--- src/design/ssd_pkg.sv ---
// ----------------------------------------------------------------------------
// Sweep sync pulse decoder package
// Shared widths, codes and structures for the sweep sync pulse decoder.
// ----------------------------------------------------------------------------
package ssd_pkg;

	// Width of the free-running edge counter
	localparam int TICK_BITS = 24;
	// Width of every configuration register
	localparam int CFG_W = 24;
	// Width of the tick fields of a result
	localparam int OUT_W = 24;
	// Width of the time stamp
	localparam int TIME_W = 32;
	// Width for sums of up to three tick values and for limits
	localparam int EXT_W = ((TICK_BITS > CFG_W) ? TICK_BITS : CFG_W) + 2;
	// Step counter width of the divider
	localparam int CNT_W = $clog2(TICK_BITS);
	// Configuration index width
	localparam int CFG_IDX_W = 3;

	// Configuration register indexes
	typedef enum logic [CFG_IDX_W-1:0] {
		REG_SYNC_MIN   = 3'd0,
		REG_SYNC_MAX   = 3'd1,
		REG_AXIS_WIN   = 3'd2,
		REG_PERIOD     = 3'd3,
		REG_TOLERANCE  = 3'd4,
		REG_HIT_MAX    = 3'd5
	} reg_idx_t;

	// Capture phase of the sweep decoder
	typedef enum logic [2:0] {
		PH_UNKNOWN   = 3'd0,
		PH_SYNC      = 3'd1,
		PH_HIT_START = 3'd2,
		PH_HIT_RECV  = 3'd3,
		PH_SWEEP_END = 3'd4
	} phase_t;

	// Sequencer state
	typedef enum logic [1:0] {
		ST_IDLE,
		ST_EVAL,
		ST_DIV,
		ST_EMIT
	} seq_t;

	// Configuration register set
	typedef struct packed {
		logic [CFG_W-1:0] sync_min;
		logic [CFG_W-1:0] sync_max;
		logic [CFG_W-1:0] axis_win;
		logic [CFG_W-1:0] period;
		logic [CFG_W-1:0] tolerance;
		logic [CFG_W-1:0] hit_max;
	} cfg_t;

	// Status of the shared divider
	typedef struct packed {
		logic busy;
		logic done;
		logic q_lsb;
	} div_stat_t;

endpackage

--- src/design/ssd_cfg.sv ---
// ----------------------------------------------------------------------------
// Sweep sync pulse decoder configuration registers
// Holds the six timing registers, written one at a time by index.
// ----------------------------------------------------------------------------
module ssd_cfg (
	input  logic                           clk,
	input  logic                           arst_n,
	input  logic                           wr_en,
	input  logic [ssd_pkg::CFG_IDX_W-1:0]  wr_idx,
	input  logic [ssd_pkg::CFG_W-1:0]      wr_data,
	output ssd_pkg::cfg_t                  cfg
);

	ssd_pkg::cfg_t cfg_q;

	// Register writes; an index beyond the list is ignored.
	always_ff @(posedge clk or negedge arst_n) begin
		if (!arst_n) begin
			cfg_q.sync_min  <= ssd_pkg::CFG_W'(2500);
			cfg_q.sync_max  <= ssd_pkg::CFG_W'(6500);
			cfg_q.axis_win  <= ssd_pkg::CFG_W'(500);
			cfg_q.period    <= ssd_pkg::CFG_W'(400000);
			cfg_q.tolerance <= ssd_pkg::CFG_W'(3000);
			cfg_q.hit_max   <= ssd_pkg::CFG_W'(1500);
		end else if (wr_en) begin
			unique case (wr_idx)
				ssd_pkg::REG_SYNC_MIN:  cfg_q.sync_min  <= wr_data;
				ssd_pkg::REG_SYNC_MAX:  cfg_q.sync_max  <= wr_data;
				ssd_pkg::REG_AXIS_WIN:  cfg_q.axis_win  <= wr_data;
				ssd_pkg::REG_PERIOD:    cfg_q.period    <= wr_data;
				ssd_pkg::REG_TOLERANCE: cfg_q.tolerance <= wr_data;
				ssd_pkg::REG_HIT_MAX:   cfg_q.hit_max   <= wr_data;
				default: ;
			endcase
		end
	end

	assign cfg = cfg_q;

endmodule

--- src/design/ssd_div.sv ---
// ----------------------------------------------------------------------------
// Sweep sync pulse decoder divider
// Restoring divider, one quotient bit per cycle, giving the quotient's
// least significant bit used as the sync axis code.
// ----------------------------------------------------------------------------
module ssd_div (
	input  logic                          clk,
	input  logic                          arst_n,
	input  logic                          start,
	input  logic [ssd_pkg::TICK_BITS-1:0] dividend,
	input  logic [ssd_pkg::CFG_W-1:0]     divisor,
	output ssd_pkg::div_stat_t            stat
);

	logic                          busy_q;
	logic                          done_q;
	logic                          q_q;
	logic [ssd_pkg::CNT_W-1:0]     cnt_q;
	logic [ssd_pkg::TICK_BITS-1:0] dvd_q;
	logic [ssd_pkg::CFG_W-1:0]     rem_q;
	logic [ssd_pkg::CFG_W:0]       trial;
	logic [ssd_pkg::CFG_W:0]       dsr_ext;
	logic                          fits;

	// Shared compare and subtract step
	assign trial   = {rem_q, dvd_q[ssd_pkg::TICK_BITS-1]};
	assign dsr_ext = {1'b0, divisor};
	assign fits    = (trial >= dsr_ext);

	// Control of the step sequence
	always_ff @(posedge clk or negedge arst_n) begin
		if (!arst_n) begin
			busy_q <= 1'b0;
			done_q <= 1'b0;
			cnt_q  <= '0;
		end else begin
			done_q <= busy_q && (cnt_q == '0);
			if (start) begin
				busy_q <= 1'b1;
				cnt_q  <= ssd_pkg::CNT_W'(ssd_pkg::TICK_BITS - 1);
			end else if (busy_q) begin
				if (cnt_q == '0) begin
					busy_q <= 1'b0;
				end else begin
					cnt_q <= cnt_q - 1'b1;
				end
			end
		end
	end

	// Datapath: remainder, dividend shift and latest quotient bit
	always_ff @(posedge clk) begin
		if (start) begin
			dvd_q <= dividend;
			rem_q <= '0;
		end else if (busy_q) begin
			dvd_q <= {dvd_q[ssd_pkg::TICK_BITS-2:0], 1'b0};
			rem_q <= fits ? ssd_pkg::CFG_W'(trial - dsr_ext)
			              : ssd_pkg::CFG_W'(trial);
			q_q   <= fits;
		end
	end

	assign stat.busy  = busy_q;
	assign stat.done  = done_q;
	assign stat.q_lsb = q_q;

endmodule

--- src/design/sweep_sync_pulse_decoder.sv ---
// ----------------------------------------------------------------------------
// Sweep sync pulse decoder
// Decodes optical sweep sync and hit pulse timing from sensor edge stamps.
// ----------------------------------------------------------------------------
// Usage:
// Each input transaction carries one sensor edge stamp (edge_ticks) and the
// current time (now_time). The block forms the wrapped tick delta to the
// previous edge and advances its capture phase. When a Y axis sweep
// completes, one output transaction carries both axes' sync width, hit start
// and hit width, stamped with the now_time of the completing edge.
// Configuration writes (cfg_valid, cfg_index, cfg_data) are always taken and
// must only be issued while the block is idle.
// Throughput: one edge at a time. An edge that is not a sync candidate passes
// through evaluation and returns to idle. A sync candidate whose width is
// inside the window runs the shared divider for the axis code, one quotient
// bit per cycle, and waits for the divider to finish. A completing edge
// also passes through the emit state to load the output register.
// Stall: a result waits in the output register; if the next result is due
// before it has been taken, the block holds until out_ready and takes no
// further input transaction meanwhile.
// Reset: all timing registers return to their defaults, the phase returns to
// unknown, the previous edge and all stored pulse values are cleared.
// ----------------------------------------------------------------------------
module sweep_sync_pulse_decoder (
	input  logic                          clk,
	input  logic                          arst_n,
	input  logic                          in_valid,
	output logic                          in_ready,
	input  logic [ssd_pkg::TICK_BITS-1:0] edge_ticks,
	input  logic [ssd_pkg::TIME_W-1:0]    now_time,
	output logic                          out_valid,
	input  logic                          out_ready,
	output logic [ssd_pkg::OUT_W-1:0]     x_sync_width,
	output logic [ssd_pkg::OUT_W-1:0]     x_hit_start,
	output logic [ssd_pkg::OUT_W-1:0]     x_hit_width,
	output logic [ssd_pkg::OUT_W-1:0]     y_sync_width,
	output logic [ssd_pkg::OUT_W-1:0]     y_hit_start,
	output logic [ssd_pkg::OUT_W-1:0]     y_hit_width,
	output logic [ssd_pkg::TIME_W-1:0]    cycle_time,
	input  logic                          cfg_valid,
	output logic                          cfg_ready,
	input  logic [ssd_pkg::CFG_IDX_W-1:0] cfg_index,
	input  logic [ssd_pkg::CFG_W-1:0]     cfg_data
);

	localparam int TB = ssd_pkg::TICK_BITS;
	localparam int EW = ssd_pkg::EXT_W;

	ssd_pkg::cfg_t      cfg;
	ssd_pkg::div_stat_t div_stat;

	ssd_pkg::seq_t   state_q, state_d;
	ssd_pkg::phase_t phase_q, phase_d;
	logic            axis_q, axis_d;
	logic [TB-1:0]   prev_edge_q;
	logic [TB-1:0]   delta_q;
	logic [ssd_pkg::TIME_W-1:0] now_q;
	logic [TB-1:0]   sync_q  [2];
	logic [TB-1:0]   start_q [2];
	logic [TB-1:0]   width_q [2];
	logic            out_valid_q;
	logic [ssd_pkg::OUT_W-1:0]  x_sync_q, x_start_q, x_width_q;
	logic [ssd_pkg::OUT_W-1:0]  y_sync_q, y_start_q, y_width_q;
	logic [ssd_pkg::TIME_W-1:0] cycle_time_q;

	logic                 in_acc;
	logic                 out_load;
	logic                 div_start;
	logic [ssd_pkg::CFG_W-1:0] divisor;
	logic [TB-1:0]        dividend;
	logic [EW-1:0]        delta_ext;
	logic [EW-1:0]        total_sync;
	logic [EW-1:0]        total_hit;
	logic [EW-1:0]        miss_thr;
	logic [EW-1:0]        end_lim;
	logic [EW-1:0]        end_val;
	logic                 end_ok;
	logic                 sync_ok;
	logic                 do_end;
	logic                 tgt_axis;
	logic                 sync_we;
	logic                 sync_idx;
	logic                 hs_we;
	logic [TB-1:0]        hs_val;
	logic                 hw_we;
	logic [TB-1:0]        hw_val;

	// Configuration registers
	ssd_cfg u_cfg (
		.clk     (clk),
		.arst_n  (arst_n),
		.wr_en   (cfg_valid && cfg_ready),
		.wr_idx  (cfg_index),
		.wr_data (cfg_data),
		.cfg     (cfg)
	);

	// Shared divider for the sync axis code
	assign divisor  = (cfg.axis_win == '0) ? ssd_pkg::CFG_W'(1) : cfg.axis_win;
	assign dividend = TB'(delta_ext - EW'(cfg.sync_min));

	ssd_div u_div (
		.clk      (clk),
		.arst_n   (arst_n),
		.start    (div_start),
		.dividend (dividend),
		.divisor  (divisor),
		.stat     (div_stat)
	);

	assign cfg_ready = 1'b1;
	assign in_ready  = (state_q == ssd_pkg::ST_IDLE);
	assign in_acc    = in_valid && in_ready;
	assign out_load  = (state_q == ssd_pkg::ST_EMIT) && (!out_valid_q || out_ready);

	// Timing sums and limits
	assign delta_ext  = EW'(delta_q);
	assign total_sync = EW'(sync_q[axis_q]) + delta_ext;
	assign total_hit  = EW'(sync_q[axis_q]) + EW'(start_q[axis_q]) + delta_ext;
	assign miss_thr   = (cfg.period > cfg.tolerance)
	                  ? EW'(cfg.period - cfg.tolerance) : '0;
	assign end_lim    = EW'(cfg.period) + EW'(cfg.tolerance);
	assign sync_ok    = (delta_ext >= EW'(cfg.sync_min)) && (delta_ext < EW'(cfg.sync_max));

	// Length that the sweep-end check uses in the current phase
	always_comb begin
		case (phase_q)
			ssd_pkg::PH_SYNC:      end_val = total_sync;
			ssd_pkg::PH_HIT_START: end_val = total_hit;
			default:               end_val = delta_ext;
		endcase
	end
	assign end_ok = (end_val < end_lim);

	// Sequencer and capture phase transitions
	always_comb begin
		state_d   = state_q;
		phase_d   = phase_q;
		axis_d    = axis_q;
		div_start = 1'b0;
		do_end    = 1'b0;
		sync_we   = 1'b0;
		sync_idx  = axis_q;
		hs_we     = 1'b0;
		hs_val    = delta_q;
		hw_we     = 1'b0;
		hw_val    = delta_q;
		tgt_axis  = (phase_q == ssd_pkg::PH_SWEEP_END) ? axis_q : 1'b0;
		unique case (state_q)
			ssd_pkg::ST_IDLE: begin
				if (in_valid) begin
					state_d = ssd_pkg::ST_EVAL;
				end
			end
			ssd_pkg::ST_EVAL: begin
				state_d = ssd_pkg::ST_IDLE;
				case (phase_q)
					ssd_pkg::PH_SYNC: begin
						if (total_sync >= miss_thr) begin
							// Hit missed altogether
							hs_we  = 1'b1;
							hs_val = '0;
							hw_we  = 1'b1;
							hw_val = '0;
							do_end = 1'b1;
						end else begin
							hs_we   = 1'b1;
							phase_d = ssd_pkg::PH_HIT_START;
						end
					end
					ssd_pkg::PH_HIT_START: begin
						if (delta_ext >= EW'(cfg.hit_max)) begin
							// Hit end missed; the start is kept
							hw_we  = 1'b1;
							hw_val = '0;
							do_end = 1'b1;
						end else begin
							hw_we   = 1'b1;
							phase_d = ssd_pkg::PH_HIT_RECV;
						end
					end
					ssd_pkg::PH_HIT_RECV: begin
						do_end = 1'b1;
					end
					default: begin
						// Sync candidate: the axis code needs the divider
						if (sync_ok) begin
							div_start = 1'b1;
							state_d   = ssd_pkg::ST_DIV;
						end else begin
							phase_d = ssd_pkg::PH_UNKNOWN;
						end
					end
				endcase
				// Sweep-end check shared by the hit phases
				if (do_end) begin
					if (end_ok) begin
						axis_d  = ~axis_q;
						phase_d = ssd_pkg::PH_SWEEP_END;
						if (axis_q) begin
							state_d = ssd_pkg::ST_EMIT;
						end
					end else begin
						phase_d = ssd_pkg::PH_UNKNOWN;
					end
				end
			end
			ssd_pkg::ST_DIV: begin
				if (div_stat.done) begin
					state_d = ssd_pkg::ST_IDLE;
					if (div_stat.q_lsb == tgt_axis) begin
						sync_we  = 1'b1;
						sync_idx = tgt_axis;
						axis_d   = tgt_axis;
						phase_d  = ssd_pkg::PH_SYNC;
					end else begin
						phase_d = ssd_pkg::PH_UNKNOWN;
					end
				end
			end
			ssd_pkg::ST_EMIT: begin
				if (!out_valid_q || out_ready) begin
					state_d = ssd_pkg::ST_IDLE;
				end
			end
			default: state_d = ssd_pkg::ST_IDLE;
		endcase
	end

	// Control registers
	always_ff @(posedge clk or negedge arst_n) begin
		if (!arst_n) begin
			state_q     <= ssd_pkg::ST_IDLE;
			phase_q     <= ssd_pkg::PH_UNKNOWN;
			axis_q      <= 1'b0;
			prev_edge_q <= '0;
			out_valid_q <= 1'b0;
		end else begin
			state_q <= state_d;
			phase_q <= phase_d;
			axis_q  <= axis_d;
			if (in_acc) begin
				prev_edge_q <= edge_ticks;
			end
			if (out_load) begin
				out_valid_q <= 1'b1;
			end else if (out_ready) begin
				out_valid_q <= 1'b0;
			end
		end
	end

	// Pulse stores, cleared at reset
	always_ff @(posedge clk or negedge arst_n) begin
		if (!arst_n) begin
			for (int i = 0; i < 2; i++) begin
				sync_q[i]  <= '0;
				start_q[i] <= '0;
				width_q[i] <= '0;
			end
		end else begin
			if (sync_we) begin
				sync_q[sync_idx] <= delta_q;
			end
			if (hs_we) begin
				start_q[axis_q] <= hs_val;
			end
			if (hw_we) begin
				width_q[axis_q] <= hw_val;
			end
		end
	end

	// Accepted edge and result payload
	always_ff @(posedge clk) begin
		if (in_acc) begin
			delta_q <= edge_ticks - prev_edge_q;
			now_q   <= now_time;
		end
		if (out_load) begin
			x_sync_q     <= ssd_pkg::OUT_W'(sync_q[0]);
			x_start_q    <= ssd_pkg::OUT_W'(start_q[0]);
			x_width_q    <= ssd_pkg::OUT_W'(width_q[0]);
			y_sync_q     <= ssd_pkg::OUT_W'(sync_q[1]);
			y_start_q    <= ssd_pkg::OUT_W'(start_q[1]);
			y_width_q    <= ssd_pkg::OUT_W'(width_q[1]);
			cycle_time_q <= now_q;
		end
	end

	assign out_valid    = out_valid_q;
	assign x_sync_width = x_sync_q;
	assign x_hit_start  = x_start_q;
	assign x_hit_width  = x_width_q;
	assign y_sync_width = y_sync_q;
	assign y_hit_start  = y_start_q;
	assign y_hit_width  = y_width_q;
	assign cycle_time   = cycle_time_q;

`ifndef ASSERT_OFF
	// The divider is at work for as long as the sequencer waits on it.
	a_div_busy: assert property (@(posedge clk) disable iff (!arst_n)
		(state_q == ssd_pkg::ST_DIV) |-> (div_stat.busy || div_stat.done))
		else $error("sequencer waits on an idle divider");

	// An accepted edge is evaluated in the next cycle.
	a_eval_next: assert property (@(posedge clk) disable iff (!arst_n)
		(in_valid && in_ready) |=> (state_q == ssd_pkg::ST_EVAL))
		else $error("accepted edge not evaluated");

	// A result appears only once both axes are done and the X axis is next.
	a_result_axis: assert property (@(posedge clk) disable iff (!arst_n)
		$rose(out_valid) |-> (!axis_q && (phase_q == ssd_pkg::PH_SWEEP_END)))
		else $error("result outside a completed Y axis sweep");
`endif

endmodule
--- config.mk ---
export PLATFORM = sky130hd
export DESIGN_NAME = sweep_sync_pulse_decoder
export DESIGN_NICKNAME = d
export VERILOG_FILES = /design/src/design/ssd_pkg.sv /design/src/design/ssd_cfg.sv /design/src/design/ssd_div.sv /design/src/design/sweep_sync_pulse_decoder.sv
export SDC_FILE = /design/constraint.sdc
export NUM_CORES = 1
export LEC_CHECK = 0
export ABC_AREA = 1
export BUFFER_PORTS_ARGS = -buffer_cell sky130_fd_sc_hd__buf_2
export CAP_MARGIN = 20
export CORE_MARGIN = 2
export CORE_UTILIZATION = 62
export CTS_CLUSTER_DIAMETER = 120
export DETAILED_ROUTE_END_ITERATION = 12
export PLACE_DENSITY = 0.86
export SLEW_MARGIN = 40
export SYNTH_ARGS = -nofsm -noshare
export SYNTH_HDL_FRONTEND = slang
export SYNTH_SLANG_ARGS = --single-unit
export TNS_END_PERCENT = 30
--- constraint.sdc ---
create_clock -name clk -period 22.4 [get_ports clk]
set_input_delay 1.12 -clock clk [delete_from_list [all_inputs] [get_ports clk]]
set_output_delay 1.12 -clock clk [all_outputs]
set_load 0.005 [all_outputs]
==> metrics.cfg, run 1 <==
[outcome]
status=finished, final reports clean

[synthesis]
yosys.area.top_type=edfxtp_1
synth_cell_types=64
synthArstFlopShare_pct=53.7
ys.flop_type=dfrtp_1
synth_edf_count=257
syn_avg_cell_area_um2=8.80
mappedNetlistNets=4302
ys_warn_count=0
synthCells=3915
ys_ff_latch=607
ys_seq_area_share_pct=47.6
synthesis.area_mm2=0.0344
synth_top_area_share_pct=22.4
synth_area_leaders=edfxtp_1 (22%), dfrtp_1 (21%), nand2_1 (10%)

[sta]
setup-violations-final=0
fmax_ghz=0.159
max_slew_margin_pct=43.3
fin_skew_ns=0.0214
fin_crit_sh_pct=28.0
hold_viol=0
rsz0062_at_grt=false
worst_pin_slew_ns=0.849
slew_violations=0
fin_tns_setup_ns=0
fin_crit_ns=6.28

[finish]
design_area_mm2=0.0384
antenna_cells=0
nFillCells=4167
layout_common_cells=nand2_1 (914), inv_1 (498), o21ai_0 (464), dfrtp_1 (288), ha_1 (268)
fin_nets=4531
layout_commonest_cell=nand2_1
area_delta_synth_final_pct=11.5
drive_gt1_share_pct=11.6

[drt]
highest_layer=met4
vias=28600
wl_met2_mm=46.0
viasPerCell=5.79
wl_met1_mm=38.0
drc_errors=0
met3_wirelength_mm=6.36
drt_iter0_drc=2517
detail-route-antenna-nets=0
drt-total-wl_mm=95.1
wl_per_cell_um=19.2
dr.pass1.iters=6

[placed_design]
place_area_mm2=0.0363
io_buffers=265
dp_hpwl_mm=70.5
gp_congestion=0.949

[setup_path]
required_ns=22.95
arrival_ns=6.83
worstSetupEndpointType=register
crit_top_cell=nand2_1
worstSetupStartpointType=register
cp_max_fo=37
crit_type=register to register
cpMaxStageDelayCell=clkinv_1
cp.buffers_inverters=4
crit_family=simple AND/OR/NAND/NOR gates
max_stage_delay_ns=0.61

[min_path]
hp-class=primary input to asynchronous set/reset pin

[floorplan]
die_w_um=240
ios=267
dieArea_mm2=0.0574
die_h_um=240
initial_utilization_pct=62.6
rows=86
core_mm2=0.0550

[grt]
grt_pass1_vias=27800
grt_first_pass_wirelength_mm=149
antenna_found_initial=0
grt_max_degree=166
grt_overflow=0
grt_util_all_layers_pct=33.0

[clock_tree]
cts_tree=done
cts.sinks=607
clock_insertion_delay_worst_skew_ns=0.62
cts_buffer_depth=3
cts-resized-gates=0
cts_setup_buffers=0
cts_buffers=58
clk_pin_slew_ns=0.07
cts_hold_buf=0
root_buffer=clkbuf_16
htree_num_levels=2

[pwr]
p_per_area_mw_per_mm2=162
p_leak_nw=18.5
ir_drop_uv=97.8

[run]
drv_cap=0

[area by class of cell]
type | count | area, µm² | area share, %
sequential | 607 | 16400 | 42.7
clock inverter | 19 | 255 | 0.665
inverter | 508 | 1910 | 4.99
multi-input combinational | 2676 | 15600 | 40.5
timing repair buffer | 293 | 1650 | 4.30
clock buffer | 90 | 1670 | 4.36
tap | 748 | 936 | 2.44
[logic make-up (layout without fill, tap and decap cells)]
logic type / after synthesis / after routing / share of synthesized area, %
compound gates: 885 / 885 / 13.9
xor+xnor: 108 / 108 / 2.75
fa+ha+maj: 299 / 299 / 11.5
buf+inv: 632 / 910 / 7.28
flops: 607 / 607 / 47.6
other cells: 1 / 1 / 0.0109
simple gates: 1383 / 1383 / 16.9
[worst register-to-register path: cells and delay by family, from the launching register on]
kind	cells	cell delay, ns
and+or+nand+nor	17	2.83
buffers and inverters	4	1.33
AOI/OAI and AO/OA	6	1.09
adders and majority gates	2	0.64
DFF	1	0.36
[Yosys cell counts (3+ instances only)]
cell / n
o21bai_1: 14
buf_6: 6
ha_1: 268
a221oi_1: 5
a21oi_1: 252
nand2_2: 4
a211oi_1: 6
inv_1: 501
or2_2: 36
dfxtp_1: 24
o21a_1: 8
buf_4: 11
nand3b_1: 4
dfrtp_1: 289
nor3_1: 32
a31oi_1: 14
buf_1: 4
inv_2: 4
xor2_1: 70
o21ai_0: 464
nand2_4: 4
o211ai_1: 30
o31ai_1: 4
edfxtp_1: 257
nand2_1: 914
buf_2: 35
nor4_1: 21
nor2_1: 165
nand3_1: 151
xnor2_1: 38
fa_1: 31
nand3_2: 3
o21ai_1: 35
o221a_2: 3
a21o_1: 24
o221ai_1: 11
dfstp_2: 37
nand4_1: 36
clkbuf_1: 68
[metal layers]
layer  up-vias  track usage (%)
li1      13600                -
met1     13700             41.9
met2      1189             55.4
met3       232             5.32
met4         0             15.9
met5         -                0
[where the power goes]
part | internal [mW] | total (mW) | switching, mW
sequential | 1.49 | 1.71 | 0.212
clock | 0.582 | 1.00 | 0.417
combinational | 1.22 | 3.53 | 2.30
[path summary, 6_finish.rpt]
path                            from              to  slack, ns  cells past startpoint
hold / removal                arst_n  u_cfg.cfg[103]       0.36                      1
setup reg to reg              axis_q      width_q[4]      16.12                     29
min in group clk           now_q[11]  cycle_time[11]       0.42                      0
max in group asynchronous     arst_n     width_q[43]      20.80                      3
hold reg to reg            now_q[11]  cycle_time[11]       0.42                      0
setup / recovery              axis_q      width_q[4]      16.12                     29
[flip-flops by register name (all words and copies together) (netlist names), 32 cells and up]
| signal | count |
|---|---|
| u_cfg.cfg | 144 |
| cycle_time | 32 |
| width_q | 48 |
| now_q | 32 |
| start_q | 48 |
| sync_q | 48 |
[per-stage QoR]
stage	cells	power (mW)	setup WS [ns]	hold WS, ns	util, %
final	4941	6.23	16.12	0.364	69.8
after global routing	4941	6.74	15.57	0.371	69.8
after CTS	4937	6.17	16.15	0.417	69.6
after detailed placement	4828	5.14	16.19	0.405	66.1
after global placement	4828	5.06	16.40	0.400	66.1
after floorplan	3915	4.18	12.06	0.400	-
(Power assumes the default switching activity.)
==> run 2, diff against run 1 <==
CORE_UTILIZATION = 55   (was 62)
PLACE_DENSITY = 0.81   (was 0.86)
clock period = 5.1 ns   (was 22.4 ns; I/O delays follow)
==> run 2 against run 1 <==
  * Sequential share of layout area decreased by 1.8 points
  * Worst setup slack got worse by 16 ns
  * Critical endpoint is now state_q[0]
  * Sequential cell count unchanged
==> metrics.cfg, run 2 (synthesis gave the netlist of run 1 again) <==
[setup_path]
timing.rr.end=state_q[0]
startpoint=axis_q
worstSetupStartpointType=register
cpMaxStageDelayCell=fa_1
cp_max_fo=19  ; -49%
arrival_ns=5.38  ; -1.45 ns
max_stage_delay_ns=0.45  ; -0.16 ns
r2r_start=axis_q
worstSetupEndpointType=register
crit_end=state_q[0]
crit_type=register to register
required_ns=5.61  ; -17.34 ns
r2r_cells=31  ; +6.9%
crit_top_cell=nand2_1
ff2ff_setup_slack_ns=0.22  ; -15.90 ns

[floorplan]
dieArea_mm2=0.0646  ; +13%
core_mm2=0.0618  ; +12%
die_h_um=254  ; +6.1%
initial_utilization_pct=55.7  ; -6.9 points
rows=91  ; +5.8%
ios=267  ; unchanged
die_w_um=254  ; +6.1%

[pwr]
power_frac_comb_pct=59.7  ; +3.1 points
switching_share_pct=46.7  ; -0.37 points
power_switching_mw=13.6  ; +360%
p_per_area_mw_per_mm2=724  ; +350%
intPower_mw=15.5  ; +370%
p_leak_nw=19.2  ; +3.9%
power_frac_clock_pct=15.2  ; -0.8 points
ir_drop_uv=478  ; +390%
seqPwrFrac_pct=25.1  ; -2.3 points

[grt]
grt_pass1_vias=27900  ; +0.42%
grt_util_all_layers_pct=30.5  ; -2.6 points
grt_first_pass_wirelength_mm=153  ; +3.1%
grt_overflow=0  ; unchanged
grt_max_degree=136  ; -18%
antenna_found_initial=0  ; unchanged

[clock_tree]
cts.sinks=607  ; unchanged
clk_pin_slew_ns=0.07  ; about the same
clock_insertion_delay_worst_skew_ns=0.64  ; +0.02 ns
htree_num_levels=2  ; unchanged
root_buffer=clkbuf_16
cts_tree=done
cts_buffers=59  ; +1.7%
cts_buffer_depth=3  ; unchanged

[drt]
drc_errors=0  ; unchanged
detail-route-antenna-nets=0  ; unchanged
dr.pass1.iters=8  ; +2
viasPerCell=5.64  ; -2.7%
vias=29200  ; +2.1%
drt_iter0_drc=2423  ; -3.7%
wl_per_cell_um=19.2  ; -0.12%
drt-total-wl_mm=99.6  ; +4.7%

[sta]
hold_viol=0  ; unchanged
fin_skew_ns=0.0360  ; +0.0146 ns
hold_ws_ns=0.0137  ; -0.350 ns
fmax_ghz=0.205  ; +29%
fin_crit_sh_pct=95.6  ; +68 points
rsz0062_at_grt=true
fin_tns_setup_ns=0  ; unchanged
setup-violations-final=0  ; unchanged
worst_pin_slew_ns=1.38  ; +0.528 ns
fin_crit_ns=4.88  ; -1.40 ns
slew_violations=0  ; unchanged
max_slew_margin_pct=8.10  ; -35 points

[placed_design]
io_buffers=265  ; unchanged
dp_hpwl_mm=73.0  ; +3.6%
gp_congestion=0.985  ; +3.8%

[finish]
layout_commonest_cell=nand2_1
area_delta_synth_final_pct=16.4
drive_gt1_share_pct=14.5  ; +2.9 points
nFillCells=4889  ; +17%
largest_reg_flops=144  ; unchanged
layout_common_cells=nand2_1 (911), inv_1 (500), o21ai_0 (444), dfrtp_1 (288), ha_1 (267)
fin_nets=4679  ; +3.3%

[run]
drv_cap=0  ; unchanged

[min_path]
hp-class=primary input to register
holdPathStages=3

[outcome]
status=finished, final reports clean

## run 2: power groups by stage
stage / Clock (mW) / Combinational, mW / Sequential (mW)
2_1_floorplan: 0 / 11.1 / 7.19
6_report: 4.42 / 17.3 / 7.29
4_1_cts: 4.42 / 16.6 / 7.25
3_5_place_dp: 0 / 16.3 / 7.32
3_3_place_gp: 0 / 16.1 / 7.29
5_1_grt: 4.63 / 19.3 / 7.38
## run 2: area by class of cell
type	instances	area, µm²	area share, %
Multi-Input combinational cell	2677	15800	39.4
Inverter	508	1920	4.80
Sequential cell	607	16400	40.9
Clock inverter	29	277	0.690
Tap cell	837	1050	2.61
Antenna cell	2	5.00	0.0125
Timing Repair Buffer	439	2970	7.41
Clock buffer	83	1660	4.14
## run 2: what timing repair did
action,4_1_cts,5_1_grt
setup buffers,0,3
hold endpoints to repair,141,0
hold buffers,57,0
setup endpoints to repair,0,101
gates resized for setup,0,79
## run 2: worst max-delay path, delay by kind of cell (launching register included)
family | cells | cell delay, ns
buf+inv | 9 | 0.98
fa+ha+maj | 3 | 1.01
compound gates | 4 | 0.48
simple gates | 15 | 1.86
flops | 1 | 0.44
## run 2: metal layers
metal  GRT usage, %  wire, µm  vias up
li1               -         -    13900
met1           39.7     40500    13900
met2           51.8     48500     1217
met3           3.94      6590      216
met4           12.2      4080        0
met5              0         0        -
## run 2: stage by stage
stage / power [mW] / instances / util, % / setup slack [ns] / instance area [µm²]
after floorplan: 18.3 / 3915 / - / 0.578 / 34400
after global placement: 23.4 / 5004 / 60.2 / 0.180 / 37200
after detailed placement: 23.7 / 5006 / 60.3 / 0.0793 / 37300
after CTS: 28.2 / 5175 / 64.3 / 0.0754 / 39800
after global routing: 31.3 / 5180 / 64.8 / -0.0766 / 40100
final: 29.0 / 5182 / 64.8 / 0.224 / 40100
## run 2: worst min path at each step
stage / from / end / slack [ns]
finish: edge_ticks[1] / prev_edge_q[1] / 0.01
CTS: edge_ticks[1] / prev_edge_q[1] / 0.008
floorplan: arst_n / axis_q / -0.04
global route: edge_ticks[1] / prev_edge_q[1] / 0.03
detailed placement: arst_n / u_cfg.cfg[72] / 0.14
global placement: arst_n / u_cfg.cfg[72] / 0.14
